==> src/rtl/core/ipd_pkg.sv <==
`timescale 1ns / 1ps
// ----------------------------------------------------------------------------
// ipd_pkg
// Shared types and fixed constants of the incremental PID drive with ramp.
// ----------------------------------------------------------------------------
package ipd_pkg;

   // fixed field widths
   localparam int GAIN_WIDTH      = 12;
   localparam int SCALE_WIDTH     = 16;
   localparam int FRAC_BITS       = 16;
   localparam int GS_WIDTH        = GAIN_WIDTH + SCALE_WIDTH;
   localparam int DIST_WIDTH      = 17;
   localparam int OFFSET_WIDTH    = 20;
   localparam int RATE_WIDTH      = 13;
   localparam int FF_WIDTH        = 26;
   localparam int NUM_TERMS       = 3;

   // constant divisors of the serial divider
   localparam int DIVISOR_WIDTH   = 7;
   localparam logic [DIVISOR_WIDTH-1:0] PID_DIVISOR = 7'd100;
   localparam logic [DIVISOR_WIDTH-1:0] FF_DIVISOR  = 7'd10;

   // configuration port
   localparam int CSR_INDEX_WIDTH = 3;
   localparam int CSR_DATA_WIDTH  = 20;

   typedef enum logic [1:0] {
      OP_PID   = 2'd0,
      OP_RAMP  = 2'd1,
      OP_CLEAR = 2'd2
   } opcode_type;

   typedef enum logic [CSR_INDEX_WIDTH-1:0] {
      REG_PROP_GAIN    = 3'd0,
      REG_INTEG_GAIN   = 3'd1,
      REG_DERIV_GAIN   = 3'd2,
      REG_FF_COEFF     = 3'd3,
      REG_TOWARD_RATE  = 3'd4,
      REG_AWAY_RATE    = 3'd5,
      REG_MAGNET_SCALE = 3'd6,
      REG_ZERO_OFFSET  = 3'd7
   } csr_index_type;

   // status of a serial arithmetic unit
   typedef struct packed {
      logic busy;
      logic done;
   } unit_status_type;

endpackage

==> src/rtl/core/incremental_pid_drive_with_ramp.sv <==
`timescale 1ns / 1ps
// ----------------------------------------------------------------------------
// incremental_pid_drive_with_ramp
// Velocity-form PID speed loop with acceleration ramp for a voice-coil drive.
// ----------------------------------------------------------------------------
// One word is processed at a time. A PID word (opcode 0) runs eight passes of
// the bit-serial multiplier (gain times magnet scale, then error magnitude
// times that product, for P, I and D, and the same pair for the feedforward)
// and two passes of the bit-serial constant divider (by 100 and by 10). A ramp
// word (opcode 1) skips the PID terms; a clear-history word returns nothing.
// The multiplier retires one bit per cycle, so its width sets the rate. A
// finished drive value sits in an output register, so the next word is taken
// while the result waits on rsp_tready.
// ----------------------------------------------------------------------------
module incremental_pid_drive_with_ramp
   import ipd_pkg::*;
#(
   parameter int DRIVE_WIDTH = 20,
   parameter int ERROR_WIDTH = 18
) (
   input  logic                        clock,
   input  logic                        reset,
   input  logic                        req_tvalid,
   output logic                        req_tready,
   // speed_error, direction, travelled_distance
   input  logic [((ERROR_WIDTH+1+DIST_WIDTH+7)/8)*8-1:0] req_tdata,
   // opcode
   input  logic [1:0]                  req_tuser,
   output logic                        rsp_tvalid,
   input  logic                        rsp_tready,
   // drive_out
   output logic [((DRIVE_WIDTH+7)/8)*8-1:0] rsp_tdata,
   input  logic                        csr_valid,
   output logic                        csr_ready,
   input  logic [CSR_INDEX_WIDTH-1:0]  csr_index,
   input  logic [CSR_DATA_WIDTH-1:0]   csr_data
);

   localparam int XW  = ERROR_WIDTH + 2;
   localparam int MW  = (XW > DIST_WIDTH) ? XW : DIST_WIDTH;
   localparam int PW  = MW + GS_WIDTH;
   localparam int QW  = PW - FRAC_BITS;
   localparam int SW  = QW + 3;
   localparam int NW  = QW + 2;
   localparam int TMW = (DRIVE_WIDTH - 1 > RATE_WIDTH) ? DRIVE_WIDTH - 1 : RATE_WIDTH;
   localparam int HW  = ((DRIVE_WIDTH > TMW + 1) ? DRIVE_WIDTH : TMW + 1) + 1;
   localparam int OW  = ((DRIVE_WIDTH > FF_WIDTH + 1) ? DRIVE_WIDTH : FF_WIDTH + 1) + 2;
   localparam int RSP_TW = ((DRIVE_WIDTH + 7) / 8) * 8;

   localparam logic signed [DRIVE_WIDTH-1:0] DMAX_D = {1'b0, {(DRIVE_WIDTH-1){1'b1}}};
   localparam logic signed [HW-1:0]          DMAX_H = HW'(DMAX_D);
   localparam logic signed [OW-1:0]          DMAX_O = OW'(DMAX_D);
   localparam logic [NW-1:0]                 DMAX_N = NW'(DMAX_D);

   typedef enum logic [9:0] {
      ST_IDLE = 10'b00_0000_0001,
      ST_GAIN = 10'b00_0000_0010,
      ST_ERR  = 10'b00_0000_0100,
      ST_DIV  = 10'b00_0000_1000,
      ST_HOLD = 10'b00_0001_0000,
      ST_FSCL = 10'b00_0010_0000,
      ST_FPOS = 10'b00_0100_0000,
      ST_FDIV = 10'b00_1000_0000,
      ST_OUT  = 10'b01_0000_0000,
      ST_WAIT = 10'b10_0000_0000
   } state_type;

   // sequencer and handshake
   state_type state_ff, state_in;
   logic      run_ff, run_in;
   logic [1:0] k_ff, k_in;
   logic      rsp_valid_ff, rsp_valid_in;
   logic [DRIVE_WIDTH-1:0] rsp_data_ff, rsp_data_in;

   // configuration registers
   logic [GAIN_WIDTH-1:0]   prop_ff, prop_in;
   logic [7:0]              integ_ff, integ_in;
   logic [9:0]              deriv_ff, deriv_in;
   logic [9:0]              coeff_ff, coeff_in;
   logic [RATE_WIDTH-1:0]   toward_ff, toward_in;
   logic [RATE_WIDTH-1:0]   away_ff, away_in;
   logic [SCALE_WIDTH-1:0]  scale_ff, scale_in;
   logic signed [OFFSET_WIDTH-1:0] offset_ff, offset_in;

   // loop state
   logic signed [ERROR_WIDTH-1:0] last_ff, last_in;
   logic signed [ERROR_WIDTH-1:0] prev_ff, prev_in;
   logic signed [DRIVE_WIDTH-1:0] held_ff, held_in;

   // working registers
   logic [XW-1:0]          xmag_ff [NUM_TERMS];
   logic [XW-1:0]          xmag_in [NUM_TERMS];
   logic                   xneg_ff [NUM_TERMS];
   logic                   xneg_in [NUM_TERMS];
   logic                   dir_ff, dir_in;
   logic [DIST_WIDTH-1:0]  dmag_ff, dmag_in;
   logic                   dneg_ff, dneg_in;
   logic [GS_WIDTH-1:0]    gs_ff, gs_in;
   logic signed [SW-1:0]   sum_ff, sum_in;
   logic [TMW-1:0]         tmag_ff, tmag_in;
   logic                   tneg_ff, tneg_in;
   logic [FF_WIDTH-1:0]    ffm_ff, ffm_in;
   logic [FF_WIDTH-1:0]    ffq_ff, ffq_in;

   // input fields
   logic signed [ERROR_WIDTH-1:0] in_err;
   logic                          in_dir;
   logic signed [DIST_WIDTH-1:0]  in_dist;

   // combinational helpers
   logic signed [XW-1:0]   e_x, last_x, prev_x, sub_x, dd_x;
   logic [GAIN_WIDTH-1:0]  gain_sel;
   logic [QW-1:0]          term_mag;
   logic signed [SW-1:0]   term_s;
   logic [SW-1:0]          sum_mag;
   logic signed [HW-1:0]   held_ext, tm_ext, held_sum;
   logic signed [DRIVE_WIDTH-1:0] held_new;
   logic signed [OW-1:0]   off_ext, ff_ext, hld_ext, out_sum;
   logic signed [DRIVE_WIDTH-1:0] out_new;
   logic                   out_load;

   // unit connections
   logic                   mul_state, div_state;
   logic                   mul_start, div_start;
   logic [MW-1:0]          mul_a;
   logic [GS_WIDTH-1:0]    mul_b;
   logic [PW-1:0]          mul_prod;
   unit_status_type        mul_sts;
   logic [NW-1:0]          div_n;
   logic [DIVISOR_WIDTH-1:0] div_d;
   logic [NW-1:0]          div_q;
   unit_status_type        div_sts;

   function automatic logic [XW-1:0] mag_x(input logic [XW-1:0] v);
      mag_x = v[XW-1] ? (~v + 1'b1) : v;
   endfunction

   assign in_err  = $signed(req_tdata[ERROR_WIDTH-1:0]);
   assign in_dir  = req_tdata[ERROR_WIDTH];
   assign in_dist = $signed(req_tdata[ERROR_WIDTH+1 +: DIST_WIDTH]);

   assign req_tready = (state_ff == ST_IDLE);
   assign csr_ready  = 1'b1;
   assign rsp_tvalid = rsp_valid_ff;
   assign rsp_tdata  = RSP_TW'(rsp_data_ff);

   // serial arithmetic units
   assign mul_state = (state_ff == ST_GAIN) || (state_ff == ST_ERR) ||
                      (state_ff == ST_FSCL) || (state_ff == ST_FPOS);
   assign div_state = (state_ff == ST_DIV) || (state_ff == ST_FDIV);
   assign mul_start = mul_state && !run_ff;
   assign div_start = div_state && !run_ff;

   ipd_mul #(
      .A_WIDTH (MW),
      .B_WIDTH (GS_WIDTH)
   ) u_mul (
      .clock   (clock),
      .reset   (reset),
      .start   (mul_start),
      .a       (mul_a),
      .b       (mul_b),
      .status  (mul_sts),
      .product (mul_prod)
   );

   ipd_div #(
      .N_WIDTH (NW)
   ) u_div (
      .clock    (clock),
      .reset    (reset),
      .start    (div_start),
      .dividend (div_n),
      .divisor  (div_d),
      .status   (div_sts),
      .quotient (div_q)
   );

   // operand selection
   always_comb begin
      case (k_ff)
         2'd0:    gain_sel = prop_ff;
         2'd1:    gain_sel = GAIN_WIDTH'(integ_ff);
         default: gain_sel = GAIN_WIDTH'(deriv_ff);
      endcase
      case (state_ff)
         ST_GAIN: begin
            mul_a = MW'(scale_ff);
            mul_b = GS_WIDTH'(gain_sel);
         end
         ST_ERR: begin
            mul_a = MW'(xmag_ff[0]);
            mul_b = gs_ff;
         end
         ST_FSCL: begin
            mul_a = MW'(scale_ff);
            mul_b = GS_WIDTH'(coeff_ff);
         end
         default: begin
            mul_a = MW'(dmag_ff);
            mul_b = gs_ff;
         end
      endcase
      sum_mag = sum_ff[SW-1] ? SW'(-sum_ff) : SW'(sum_ff);
      if (state_ff == ST_DIV) begin
         div_n = sum_mag[NW-1:0];
         div_d = PID_DIVISOR;
      end else begin
         div_n = NW'(ffm_ff);
         div_d = FF_DIVISOR;
      end
   end

   // error differences of a new PID word
   always_comb begin
      e_x    = XW'(in_err);
      last_x = XW'(last_ff);
      prev_x = XW'(prev_ff);
      sub_x  = e_x - last_x;
      dd_x   = e_x - (last_x <<< 1) + prev_x;
   end

   // scaled term and held drive update
   always_comb begin
      term_mag = mul_prod[PW-1:FRAC_BITS];
      term_s   = $signed(SW'(term_mag));
      held_ext = HW'(held_ff);
      tm_ext   = $signed(HW'(tmag_ff));
      held_sum = tneg_ff ? (held_ext - tm_ext) : (held_ext + tm_ext);
      if (held_sum > DMAX_H) begin
         held_new = DMAX_D;
      end else if (held_sum < -DMAX_H) begin
         held_new = -DMAX_D;
      end else begin
         held_new = held_sum[DRIVE_WIDTH-1:0];
      end
   end

   // drive output: offset plus feedforward plus held drive, clamped
   always_comb begin
      off_ext = OW'(offset_ff);
      ff_ext  = $signed(OW'(ffq_ff));
      hld_ext = OW'(held_ff);
      out_sum = off_ext + (dneg_ff ? -ff_ext : ff_ext) + hld_ext;
      if (out_sum > DMAX_O) begin
         out_new = DMAX_D;
      end else if (out_sum < -DMAX_O) begin
         out_new = -DMAX_D;
      end else begin
         out_new = out_sum[DRIVE_WIDTH-1:0];
      end
      out_load = (state_ff == ST_OUT) && (!rsp_valid_ff || rsp_tready);
   end

   // next state
   always_comb begin
      state_in     = state_ff;
      run_in       = run_ff;
      k_in         = k_ff;
      rsp_valid_in = rsp_valid_ff;
      rsp_data_in  = rsp_data_ff;
      prop_in      = prop_ff;
      integ_in     = integ_ff;
      deriv_in     = deriv_ff;
      coeff_in     = coeff_ff;
      toward_in    = toward_ff;
      away_in      = away_ff;
      scale_in     = scale_ff;
      offset_in    = offset_ff;
      last_in      = last_ff;
      prev_in      = prev_ff;
      held_in      = held_ff;
      xmag_in      = xmag_ff;
      xneg_in      = xneg_ff;
      dir_in       = dir_ff;
      dmag_in      = dmag_ff;
      dneg_in      = dneg_ff;
      gs_in        = gs_ff;
      sum_in       = sum_ff;
      tmag_in      = tmag_ff;
      tneg_in      = tneg_ff;
      ffm_in       = ffm_ff;
      ffq_in       = ffq_ff;

      // register writes
      if (csr_valid && csr_ready) begin
         unique case (csr_index)
            REG_PROP_GAIN:    prop_in   = csr_data[GAIN_WIDTH-1:0];
            REG_INTEG_GAIN:   integ_in  = csr_data[7:0];
            REG_DERIV_GAIN:   deriv_in  = csr_data[9:0];
            REG_FF_COEFF:     coeff_in  = csr_data[9:0];
            REG_TOWARD_RATE:  toward_in = csr_data[RATE_WIDTH-1:0];
            REG_AWAY_RATE:    away_in   = csr_data[RATE_WIDTH-1:0];
            REG_MAGNET_SCALE: scale_in  = csr_data[SCALE_WIDTH-1:0];
            REG_ZERO_OFFSET:  offset_in = $signed(csr_data[OFFSET_WIDTH-1:0]);
         endcase
      end

      // unit run flag
      if (mul_start || div_start) begin
         run_in = 1'b1;
      end
      if (mul_sts.done || div_sts.done) begin
         run_in = 1'b0;
      end

      // output register
      if (rsp_valid_ff && rsp_tready) begin
         rsp_valid_in = 1'b0;
      end
      if (out_load) begin
         rsp_valid_in = 1'b1;
         rsp_data_in  = out_new;
      end

      unique case (state_ff)
         ST_IDLE: begin
            if (req_tvalid) begin
               dir_in  = in_dir;
               dneg_in = in_dist[DIST_WIDTH-1];
               dmag_in = in_dist[DIST_WIDTH-1] ? DIST_WIDTH'(-in_dist)
                                               : DIST_WIDTH'(in_dist);
               unique case (req_tuser)
                  OP_PID: begin
                     xmag_in[0] = mag_x(sub_x);
                     xneg_in[0] = sub_x[XW-1];
                     xmag_in[1] = mag_x(e_x);
                     xneg_in[1] = e_x[XW-1];
                     xmag_in[2] = mag_x(dd_x);
                     xneg_in[2] = dd_x[XW-1];
                     prev_in    = last_ff;
                     last_in    = in_err;
                     sum_in     = '0;
                     k_in       = '0;
                     state_in   = ST_GAIN;
                  end
                  OP_RAMP: begin
                     tmag_in  = in_dir ? TMW'(away_ff) : TMW'(toward_ff);
                     tneg_in  = in_dir;
                     state_in = ST_HOLD;
                  end
                  OP_CLEAR: begin
                     last_in = '0;
                     prev_in = '0;
                  end
                  default: ;
               endcase
            end
         end
         ST_GAIN: begin
            if (mul_sts.done) begin
               gs_in    = mul_prod[GS_WIDTH-1:0];
               state_in = ST_ERR;
            end
         end
         ST_ERR: begin
            if (mul_sts.done) begin
               sum_in     = sum_ff + (xneg_ff[0] ? -term_s : term_s);
               xmag_in[0] = xmag_ff[1];
               xneg_in[0] = xneg_ff[1];
               xmag_in[1] = xmag_ff[2];
               xneg_in[1] = xneg_ff[2];
               if (k_ff == 2'(NUM_TERMS - 1)) begin
                  state_in = ST_DIV;
               end else begin
                  k_in     = k_ff + 1'b1;
                  state_in = ST_GAIN;
               end
            end
         end
         ST_DIV: begin
            if (div_sts.done) begin
               tmag_in  = (div_q > DMAX_N) ? TMW'(DMAX_D) : div_q[TMW-1:0];
               tneg_in  = dir_ff ^ sum_ff[SW-1];
               state_in = ST_HOLD;
            end
         end
         ST_HOLD: begin
            held_in  = held_new;
            state_in = ST_FSCL;
         end
         ST_FSCL: begin
            if (mul_sts.done) begin
               gs_in    = mul_prod[GS_WIDTH-1:0];
               state_in = ST_FPOS;
            end
         end
         ST_FPOS: begin
            if (mul_sts.done) begin
               ffm_in   = mul_prod[FRAC_BITS +: FF_WIDTH];
               state_in = ST_FDIV;
            end
         end
         ST_FDIV: begin
            if (div_sts.done) begin
               ffq_in   = div_q[FF_WIDTH-1:0];
               state_in = ST_OUT;
            end
         end
         ST_OUT: begin
            if (out_load) begin
               state_in = ST_IDLE;
            end
         end
         default: state_in = ST_IDLE;
      endcase
   end

   // control and configuration state
   always_ff @(posedge clock) begin
      if (reset) begin
         state_ff     <= ST_IDLE;
         run_ff       <= 1'b0;
         k_ff         <= '0;
         rsp_valid_ff <= 1'b0;
         prop_ff      <= GAIN_WIDTH'(2000);
         integ_ff     <= 8'd100;
         deriv_ff     <= 10'd200;
         coeff_ff     <= 10'd260;
         toward_ff    <= RATE_WIDTH'(100);
         away_ff      <= RATE_WIDTH'(100);
         scale_ff     <= SCALE_WIDTH'(24904);
         offset_ff    <= '0;
         last_ff      <= '0;
         prev_ff      <= '0;
         held_ff      <= '0;
      end else begin
         state_ff     <= state_in;
         run_ff       <= run_in;
         k_ff         <= k_in;
         rsp_valid_ff <= rsp_valid_in;
         prop_ff      <= prop_in;
         integ_ff     <= integ_in;
         deriv_ff     <= deriv_in;
         coeff_ff     <= coeff_in;
         toward_ff    <= toward_in;
         away_ff      <= away_in;
         scale_ff     <= scale_in;
         offset_ff    <= offset_in;
         last_ff      <= last_in;
         prev_ff      <= prev_in;
         held_ff      <= held_in;
      end
   end

   // working registers
   always_ff @(posedge clock) begin
      rsp_data_ff <= rsp_data_in;
      xmag_ff     <= xmag_in;
      xneg_ff     <= xneg_in;
      dir_ff      <= dir_in;
      dmag_ff     <= dmag_in;
      dneg_ff     <= dneg_in;
      gs_ff       <= gs_in;
      sum_ff      <= sum_in;
      tmag_ff     <= tmag_in;
      tneg_ff     <= tneg_in;
      ffm_ff      <= ffm_in;
      ffq_ff      <= ffq_in;
   end

   // held drive never leaves the clamp range
   a_held_range: assert property (@(posedge clock) disable iff (reset)
      (held_ff <= DMAX_D) && (held_ff >= -DMAX_D))
      else $error("held drive out of range");

   // a delivered drive word is always clamped
   a_rsp_range: assert property (@(posedge clock) disable iff (reset)
      rsp_valid_ff |-> (($signed(rsp_data_ff) <= DMAX_D) && ($signed(rsp_data_ff) >= -DMAX_D)))
      else $error("drive word out of range");

   // a serial unit is never restarted while it runs
   a_unit_free: assert property (@(posedge clock) disable iff (reset)
      (mul_start |-> !mul_sts.busy) and (div_start |-> !div_sts.busy))
      else $error("serial unit restarted while busy");

   // a PID word shifts the error history
   a_history: assert property (@(posedge clock) disable iff (reset)
      (req_tvalid && req_tready && (req_tuser == OP_PID))
      |=> ((last_ff == $past(in_err)) && (prev_ff == $past(last_ff))))
      else $error("error history not shifted");

   // a clear word zeroes the error history
   a_clear: assert property (@(posedge clock) disable iff (reset)
      (req_tvalid && req_tready && (req_tuser == OP_CLEAR))
      |=> ((last_ff == '0) && (prev_ff == '0)))
      else $error("error history not cleared");

endmodule

==> src/rtl/core/ipd_mul.sv <==
`timescale 1ns / 1ps
// ----------------------------------------------------------------------------
// ipd_mul
// Bit-serial unsigned shift-add multiplier, one multiplier bit per cycle.
// ----------------------------------------------------------------------------
module ipd_mul
   import ipd_pkg::*;
#(
   parameter int A_WIDTH = 20,
   parameter int B_WIDTH = 28
) (
   input  logic                        clock,
   input  logic                        reset,
   input  logic                        start,
   input  logic [A_WIDTH-1:0]          a,
   input  logic [B_WIDTH-1:0]          b,
   output unit_status_type             status,
   output logic [A_WIDTH+B_WIDTH-1:0]  product
);

   localparam int P_WIDTH = A_WIDTH + B_WIDTH;
   localparam int CW      = $clog2(A_WIDTH + 1);

   logic [P_WIDTH-1:0] acc_ff, acc_in;
   logic [A_WIDTH-1:0] mplr_ff, mplr_in;
   logic [B_WIDTH-1:0] mcand_ff, mcand_in;
   logic [CW-1:0]      cnt_ff, cnt_in;
   logic               busy_ff, busy_in;
   logic               done_ff, done_in;
   logic [B_WIDTH:0]   partial;

   // add the multiplicand into the upper half when the multiplier bit is set, then shift right one bit
   always_comb begin
      partial  = {1'b0, acc_ff[P_WIDTH-1:A_WIDTH]}
               + (mplr_ff[0] ? {1'b0, mcand_ff} : '0);
      acc_in   = acc_ff;
      mplr_in  = mplr_ff;
      mcand_in = mcand_ff;
      cnt_in   = cnt_ff;
      busy_in  = busy_ff;
      done_in  = 1'b0;
      if (start) begin
         acc_in   = '0;
         mplr_in  = a;
         mcand_in = b;
         cnt_in   = CW'(A_WIDTH);
         busy_in  = 1'b1;
      end else if (busy_ff) begin
         acc_in  = {partial, acc_ff[A_WIDTH-1:1]};
         mplr_in = mplr_ff >> 1;
         cnt_in  = cnt_ff - 1'b1;
         if (cnt_ff == CW'(1)) begin
            busy_in = 1'b0;
            done_in = 1'b1;
         end
      end
   end

   // control state
   always_ff @(posedge clock) begin
      if (reset) begin
         busy_ff <= 1'b0;
         done_ff <= 1'b0;
         cnt_ff  <= '0;
      end else begin
         busy_ff <= busy_in;
         done_ff <= done_in;
         cnt_ff  <= cnt_in;
      end
   end

   // datapath
   always_ff @(posedge clock) begin
      acc_ff   <= acc_in;
      mplr_ff  <= mplr_in;
      mcand_ff <= mcand_in;
   end

   assign status.busy = busy_ff;
   assign status.done = done_ff;
   assign product     = acc_ff;

endmodule

==> src/rtl/core/ipd_div.sv <==
`timescale 1ns / 1ps
// ----------------------------------------------------------------------------
// ipd_div
// Bit-serial restoring divider by a small constant, one quotient bit per cycle.
// ----------------------------------------------------------------------------
module ipd_div
   import ipd_pkg::*;
#(
   parameter int N_WIDTH = 34
) (
   input  logic                      clock,
   input  logic                      reset,
   input  logic                      start,
   input  logic [N_WIDTH-1:0]        dividend,
   input  logic [DIVISOR_WIDTH-1:0]  divisor,
   output unit_status_type           status,
   output logic [N_WIDTH-1:0]        quotient
);

   localparam int CW = $clog2(N_WIDTH + 1);

   logic [N_WIDTH-1:0]       quo_ff, quo_in;
   logic [DIVISOR_WIDTH-1:0] rem_ff, rem_in;
   logic [DIVISOR_WIDTH-1:0] dvs_ff, dvs_in;
   logic [CW-1:0]            cnt_ff, cnt_in;
   logic                     busy_ff, busy_in;
   logic                     done_ff, done_in;
   logic [DIVISOR_WIDTH:0]   trial;
   logic [DIVISOR_WIDTH:0]   diff;
   logic                     fits;

   // bring down the next dividend bit, subtract when the divisor fits
   always_comb begin
      trial  = {rem_ff, quo_ff[N_WIDTH-1]};
      diff   = trial - {1'b0, dvs_ff};
      fits   = (trial >= {1'b0, dvs_ff});
      quo_in  = quo_ff;
      rem_in  = rem_ff;
      dvs_in  = dvs_ff;
      cnt_in  = cnt_ff;
      busy_in = busy_ff;
      done_in = 1'b0;
      if (start) begin
         quo_in  = dividend;
         rem_in  = '0;
         dvs_in  = divisor;
         cnt_in  = CW'(N_WIDTH);
         busy_in = 1'b1;
      end else if (busy_ff) begin
         quo_in = {quo_ff[N_WIDTH-2:0], fits};
         rem_in = fits ? diff[DIVISOR_WIDTH-1:0] : trial[DIVISOR_WIDTH-1:0];
         cnt_in = cnt_ff - 1'b1;
         if (cnt_ff == CW'(1)) begin
            busy_in = 1'b0;
            done_in = 1'b1;
         end
      end
   end

   // control state
   always_ff @(posedge clock) begin
      if (reset) begin
         busy_ff <= 1'b0;
         done_ff <= 1'b0;
         cnt_ff  <= '0;
      end else begin
         busy_ff <= busy_in;
         done_ff <= done_in;
         cnt_ff  <= cnt_in;
      end
   end

   // datapath
   always_ff @(posedge clock) begin
      quo_ff <= quo_in;
      rem_ff <= rem_in;
      dvs_ff <= dvs_in;
   end

   assign status.busy = busy_ff;
   assign status.done = done_ff;
   assign quotient    = quo_ff;

endmodule
==> config.mk <==
export PLATFORM = sky130hd
export DESIGN_NAME = incremental_pid_drive_with_ramp
export DESIGN_NICKNAME = d
export VERILOG_FILES = /design/src/rtl/core/ipd_pkg.sv /design/src/rtl/core/incremental_pid_drive_with_ramp.sv /design/src/rtl/core/ipd_mul.sv /design/src/rtl/core/ipd_div.sv
export SDC_FILE = /design/constraint.sdc
export NUM_CORES = 2
export LEC_CHECK = 0
export BUFFER_PORTS_ARGS = -buffer_cell sky130_fd_sc_hd__buf_2
export CORE_MARGIN = 2
export CORE_UTILIZATION = 59
export CTS_BUF_LIST = sky130_fd_sc_hd__clkbuf_4
export CTS_CLUSTER_DIAMETER = 120
export DETAILED_ROUTE_END_ITERATION = 12
export GPL_TIMING_DRIVEN = 0
export PLACE_DENSITY = 0.84
export SKIP_LAST_GASP = 1
export SYNTH_ARGS = -nofsm -noshare
export SYNTH_HDL_FRONTEND = slang
export SYNTH_SLANG_ARGS = --single-unit
==> constraint.sdc <==
create_clock -name clock -period 5.75 [get_ports clock]
set_input_delay 1.15 -clock clock [delete_from_list [all_inputs] [get_ports clock]]
set_output_delay 1.15 -clock clock [all_outputs]
set_load 0.005 [all_outputs]
Word level (Yosys, flattened, before mapping)
Index checks and enable logic that the tools add are counted.

storage, ports and cells
  bits in registers = 568
  input bits = 70
  output and inout port bits = 27
  logic and storage cells = 237

operators by class
  $add $sub $neg = 20
  magnitude comparators = 6
  equal/unequal tests = 34
  mux-type cells = 76
  bitwise logic cells = 6
  reductions and logical operators = 47

operators by type and width
  operator                 number
  $mux W20                 8
  $mux W35                 4
  $mux W34                 4
  $mux W60                 2
  $pmux W10 S9             1
  $mux W10                 8
  $pmux W40 S2             1
  $mux W19                 4
  $pmux W18 S2             2
  $pmux W35 S2             1
  $add A20 B1 Y20 const B  3
  $not A20 Y20             3
  $pmux W28 S2             1
  $mux W40                 1
  $pmux W20 S2             1
  $pmux W19 S2             1
  $add A35 B35 Y35         1
  $neg A32 Y35             1
  $gt A34 B19 Y1 const B   1
  $neg A34 Y34             1
  $add A20 B29 Y29         1
  $add A28 B29 Y29         1
  $add A29 B20 Y29         1
  $gt A29 B20 Y1 const B   1
  65 further kinds         136

Depth between registers and ports, before layout
  depth in word-level cells = 8
  depth in mapped cells = 22
  depth with buffers taken out = 21

Cells and area by module
Synthesis repeated with hierarchy kept, for this count alone.

second synthesis, totals
  cells, all modules = 3774
  area, all modules = 35321.4 µm²

modules (own cells, without submodules)
  module                           instances  cells an instance  area an instance (µm²)  seq. area each (µm²)
  incremental_pid_drive_with_ramp  1          3070               27299.9                 10540.1
  ipd_mul                          1          484                5218.8                  2542.4
  ipd_div                          1          220                2802.7                  1531.5

Worst setup path before layout
OpenSTA, ideal clock, no wires.

  path kind = register to register
  start = reg ffq_ff[0]
  end = reg rsp_data_ff[10], data pin
  arrival time = 5.352 ns
  data required time = 5.486 ns
  path slack = 0.134 ns
  stages on the path, launching flop included = 21
  clock period less this slack = 5.616 ns
  path through = edfxtp_1 inv_1 ha_1 or4b_2 nand2b_1 or4_1 o41ai_1 xor2_1 fa_1 inv_1 ha_1 clkbuf_1 and2_1 nor2b_1 o31a_1 a211o_1 xnor2_1 nand4_1 o31ai_4 buf_4 a22oi_2

between the ends
  longest elaborated chain between the ends = 6
  elaborated cells between the ends (all ways) = 7
  classes of those cells = add/sub: 3; order compare: 2; mux: 2

ends and longest elaborated chain
  item                    line                                    text
  from (decl)             incremental_pid_drive_with_ramp.sv:103  logic [FF_WIDTH-1:0] ffq_ff, ffq_in;
  from (signal assigned)  incremental_pid_drive_with_ramp.sv:459  ffq_ff <= ffq_in;
  $neg A26 Y29            incremental_pid_drive_with_ramp.sv:244  out_sum = off_ext + (dneg_ff ? -ff_ext : ff_ext) + hld_ext;
  $mux W29 *              incremental_pid_drive_with_ramp.sv:244
  $add A20 B29 Y29 *      incremental_pid_drive_with_ramp.sv:244
  $add A29 B20 Y29 *      incremental_pid_drive_with_ramp.sv:244
  $lt A29 B20 Y1          incremental_pid_drive_with_ramp.sv:247  end else if (out_sum < -DMAX_O) begin
  $mux W20                incremental_pid_drive_with_ramp.sv:247
  to (signal assigned)    incremental_pid_drive_with_ramp.sv:448  rsp_data_ff <= rsp_data_in;
  to (decl)               incremental_pid_drive_with_ramp.sv:73   logic [DRIVE_WIDTH-1:0] rsp_data_ff, rsp_data_in;

Every way passes the cells marked *; elsewhere a longest branch is shown, timed or not.
A chain may end at the register's enable or synchronous reset.

Worst setup path after layout
  start = reg ffq_ff[0]
  end = reg rsp_data_ff[16], data pin

The elaborated chain is that of the path after synthesis.

==> results.toml <==
[status]
status = "finished clean"

[hold_path]
worstHoldPathCells = 1
worst_hold_path_type = "in2reg"

[timing]
final_max_slew_viol_count = 0
tightest_slew_ns = 1.40
fin_setup_tns_ns = 0
timing.clock.skew_ns = 0.0847
rsz0062_at_grt = "yes"
setup_viol = 0
max_freq_mhz = 177
timing.hold.ws_ns = 0.391
timing.final.crit_share_pct = 98.2
final_hold_viol_count = 0
final_critical_path_setup_slack_ns = 0.106
relSlewSlack_pct = 6.94
final.min_clock_period_ns = 5.64

[drt]
vias_after_detailed_routing = 30153
wl_met3_um = 9460
drt-wirelength-per-cell_um = 20.6
wl_met1_um = 38700
detail_route.drc_violations = 0
first_pass_iters = 6
dr_vias_cell = 6.16
first_iter_violations = 3138
route.met2.wl_um = 46300
routed_wirelength_um = 101000
final_antenna_net_count = 0
top_layer = "met5"

[global_routing]
grt_first_pass_wirelength_um = 154000
grt_overflow = 0
largest_net_degree_at_the_start_of_global_routing = 51
grt.total_usage_pct = 32.8
via_count_of_the_first_global_routing_pass = 28791
grt_antenna_before_repair = 7

[synthesis]
number_of_instances_in_the_synthesized_netlist = 3754
synth_top_family_by_area = "compound AO/OA/AOI/OAI gates"
synth_area_per_cell_um2 = 9.21
netlist-cell-type-count = 98
synth-simple-area-share_pct = 17.9
fraction_of_the_mapped_netlist_area_in_adder_cells_pct = 9.14
synth_edf_count = 321
yosys.area_share.xor_xnor_pct = 7.17
synth_top_flop_cell = "edfxtp_1"
synthMuxAreaShare_pct = 1.83
postSynth.asyncResetShare_pct = 0
synth_compound_area_share_pct = 18.0
ys_seq_elements = 562
ys_seq_area_share_pct = 41.8
syn-cell-area_um2 = 34600
yosysWarningCount = 0

[power_and_ir_drop]
totalPowerFinal_mw = 14.1
vdd_drop_max_mv = 0.292
power_density_nw_per_um2 = 367
power.static_leakage_nw = 14.8

[worst_setup_path]
worst_setup_path_start_kind = "flop"
worstSetupEndpointType = "flop"
critical_path.max_fanout = 10
timing.setup.critical_path_class = "reg2reg"
worst-endpoint-required_ns = 6.61
rr_worst_depth = 20
worstPathArrival_ns = 6.51

[die]
die_w_um = 246
floorplan.die_area_um2 = 60600
die_y_um = 246
initial_utilization_pct = 59.8
core_area_um2 = 57800
num_rows = 88
num_io_pins = 97

[placed_design]
placed_cell_areas_um2 = 36000
post-place-ws_ns = -0.784
global_placement_routability_congestion = 0.996
hpwl_um = 75800
io_buffer_count = 77
placed_cells_incl_taps = 4600

[clocking]
clk_root_buffer_cell = "clkbuf_4"
clk-insertion-delay-late_ns = 1.04
cts_tree = "built"
max-clock-path-buffers = 3
tritoncts_num_sinks = 562
cts_max_level = 4
tritoncts.num_buffers = 147
clkSlewWorstSetupHoldPaths_ns = 0.07

[run]
timing.max_cap.violations = 0

[layout]
post_route_cells_drive_above_1_share_pct = 11.5
postLayoutCoreUtil_pct = 66.5
layout_stage_area_growth_over_the_synthesis_result_pct = 11.2
final_cell_area_um2 = 38500
final_cells = 4892
finalNetCount = 4284
layer usage:
| metal | GRT usage (%) | up-vias |
|---|---|---|
| met4 | 21.2 | 6 |
| met3 | 7.03 | 327 |
| met5 | 0 | - |
| met1 | 40.0 | 14159 |
| li1 | - | 14100 |
| met2 | 52.7 | 1561 |
layout by cell type (no fill, tap or decap), types with 35 or more instances in the layout:
master	instances
nand2_1	471
buf_2	89
nor2_1	349
dfxtp_1	241
nand3_1	82
inv_1	192
o21ai_0	176
mux2i_1	60
a21o_1	46
clkinv_1	35
edfxtp_1	321
clkbuf_1	127
nor3_1	69
a31oi_1	46
xnor2_1	199
xor2_1	81
clkbuf_4	219
a21oi_1	267
nand2b_1	36
a22oi_1	68
fa_1	52
o31ai_1	62
ha_1	162
and2_1	69
power breakdown:
part	switching (mW)	leakage, nW	internal (mW)
Combinational	3.01	8.64	2.01
Clock	1.76	1.21	2.07
Sequential	0.510	4.92	4.77
cell families after synthesis:
logic type,after synthesis
compound gates,940
xor+xnor,283
fa+ha+maj,222
buf+inv,365
flops,562
mux,63
other cells,2
simple gates,1317
worst paths after layout:
kind,start,endpoint,slack [ns]
setup / recovery,ffq_ff[0]$_DFFE_PP_,rsp_data_ff[16]$_SDFFCE_PN1P_,0.11
hold / removal,req_tdata[19],dmag_ff[0]$_DFFE_PP_,0.39
hold reg to reg,u_mul.product[0]$_SDFFE_PP0P_,gs_ff[0]$_DFFE_PP_,0.43
setup reg to reg,ffq_ff[0]$_DFFE_PP_,rsp_data_ff[16]$_SDFFCE_PN1P_,0.11
worst max-delay path, stage by stage, from the launching register on:
cell and delay [ns]:
edfxtp_1 0.42, inv_1 0.09, ha_1 0.19, or4b_4 0.49, nand2b_4 0.19, or4_4 0.53, o41ai_2 0.25, xor2_1 0.14
fa_1 0.38, inv_1 0.07, ha_1 0.24, clkbuf_4 0.20, a2111o_1 0.43, nand3_1 0.10, o311ai_0 0.13, or4_1 0.61
a2111oi_4 0.35, buf_4 0.20, o211ai_4 0.12, buf_6 0.20, a22oi_2 0.18
synthesized netlist by cell type (17+ instances only):
cell type / number / area share (%)
nand2_1: 474 / 5.1
or3_1: 34 / 0.61
nor3_1: 70 / 1.0
o21a_1: 28 / 0.61
and2_1: 70 / 1.3
edfxtp_1: 321 / 28
nor2b_1: 28 / 0.51
o31ai_1: 64 / 1.4
nand2b_1: 38 / 0.69
xor2_1: 82 / 2.1
or4_1: 18 / 0.39
a21o_1: 46 / 1.0
o21ai_0: 182 / 2.6
mux2i_1: 60 / 1.7
a21oi_1: 271 / 3.9
clkbuf_1: 135 / 1.5
a31oi_1: 46 / 0.83
ha_1: 167 / 6.0
fa_1: 52 / 3.0
dfxtp_1: 241 / 14
nor4_1: 32 / 0.58
nor2_1: 350 / 3.8
o211ai_1: 17 / 0.37
a211oi_1: 31 / 0.67
nand4_1: 23 / 0.42
o41ai_1: 20 / 0.51
inv_1: 195 / 2.1
nand3_1: 82 / 1.2
a22oi_1: 68 / 1.5
xnor2_1: 201 / 5.1
repair_timing:
action / in CTS / in global routing
resized for setup: 35 / 42
pin swaps: 7 / 18
gates cloned: 1 / 0
buffers inserted: 6 / 6
hold buffers: 0 / 0
hold endpoints to repair: 0 / 0
setup endpoints to repair: 20 / 29
flip-flops by register name, indices dropped and copies added (netlist names), 13 cells and up:
| name | cells |
|---|---|
| offset_ff | 20 |
| u_mul.mplr_ff | 20 |
| u_mul.mcand_ff | 28 |
| u_mul.product | 48 |
| u_div.quotient | 34 |
| ffq_ff | 26 |
| rsp_data_ff | 20 |
| sum_ff | 35 |
| xmag_ff | 60 |
| ffm_ff | 26 |
| tmag_ff | 19 |
| away_ff | 13 |
| scale_ff | 16 |
| toward_ff | 13 |
| dmag_ff | 17 |
| prev_ff | 18 |
| gs_ff | 28 |
| held_ff | 20 |
| last_ff | 18 |
layout make-up:
cell class                      instances  area (um2)
Sequential cell                       562       14500
Inverter                              195         737
Clock buffer                          218        1640
Timing Repair Buffer                   92         543
Buffer                                167         698
Antenna cell                            6        15.0
Clock inverter                         57         424
Fill cell                            4537       19300
Tap cell                              765         957
Multi-Input combinational cell       2830       19000
(Power assumes the default switching activity.)
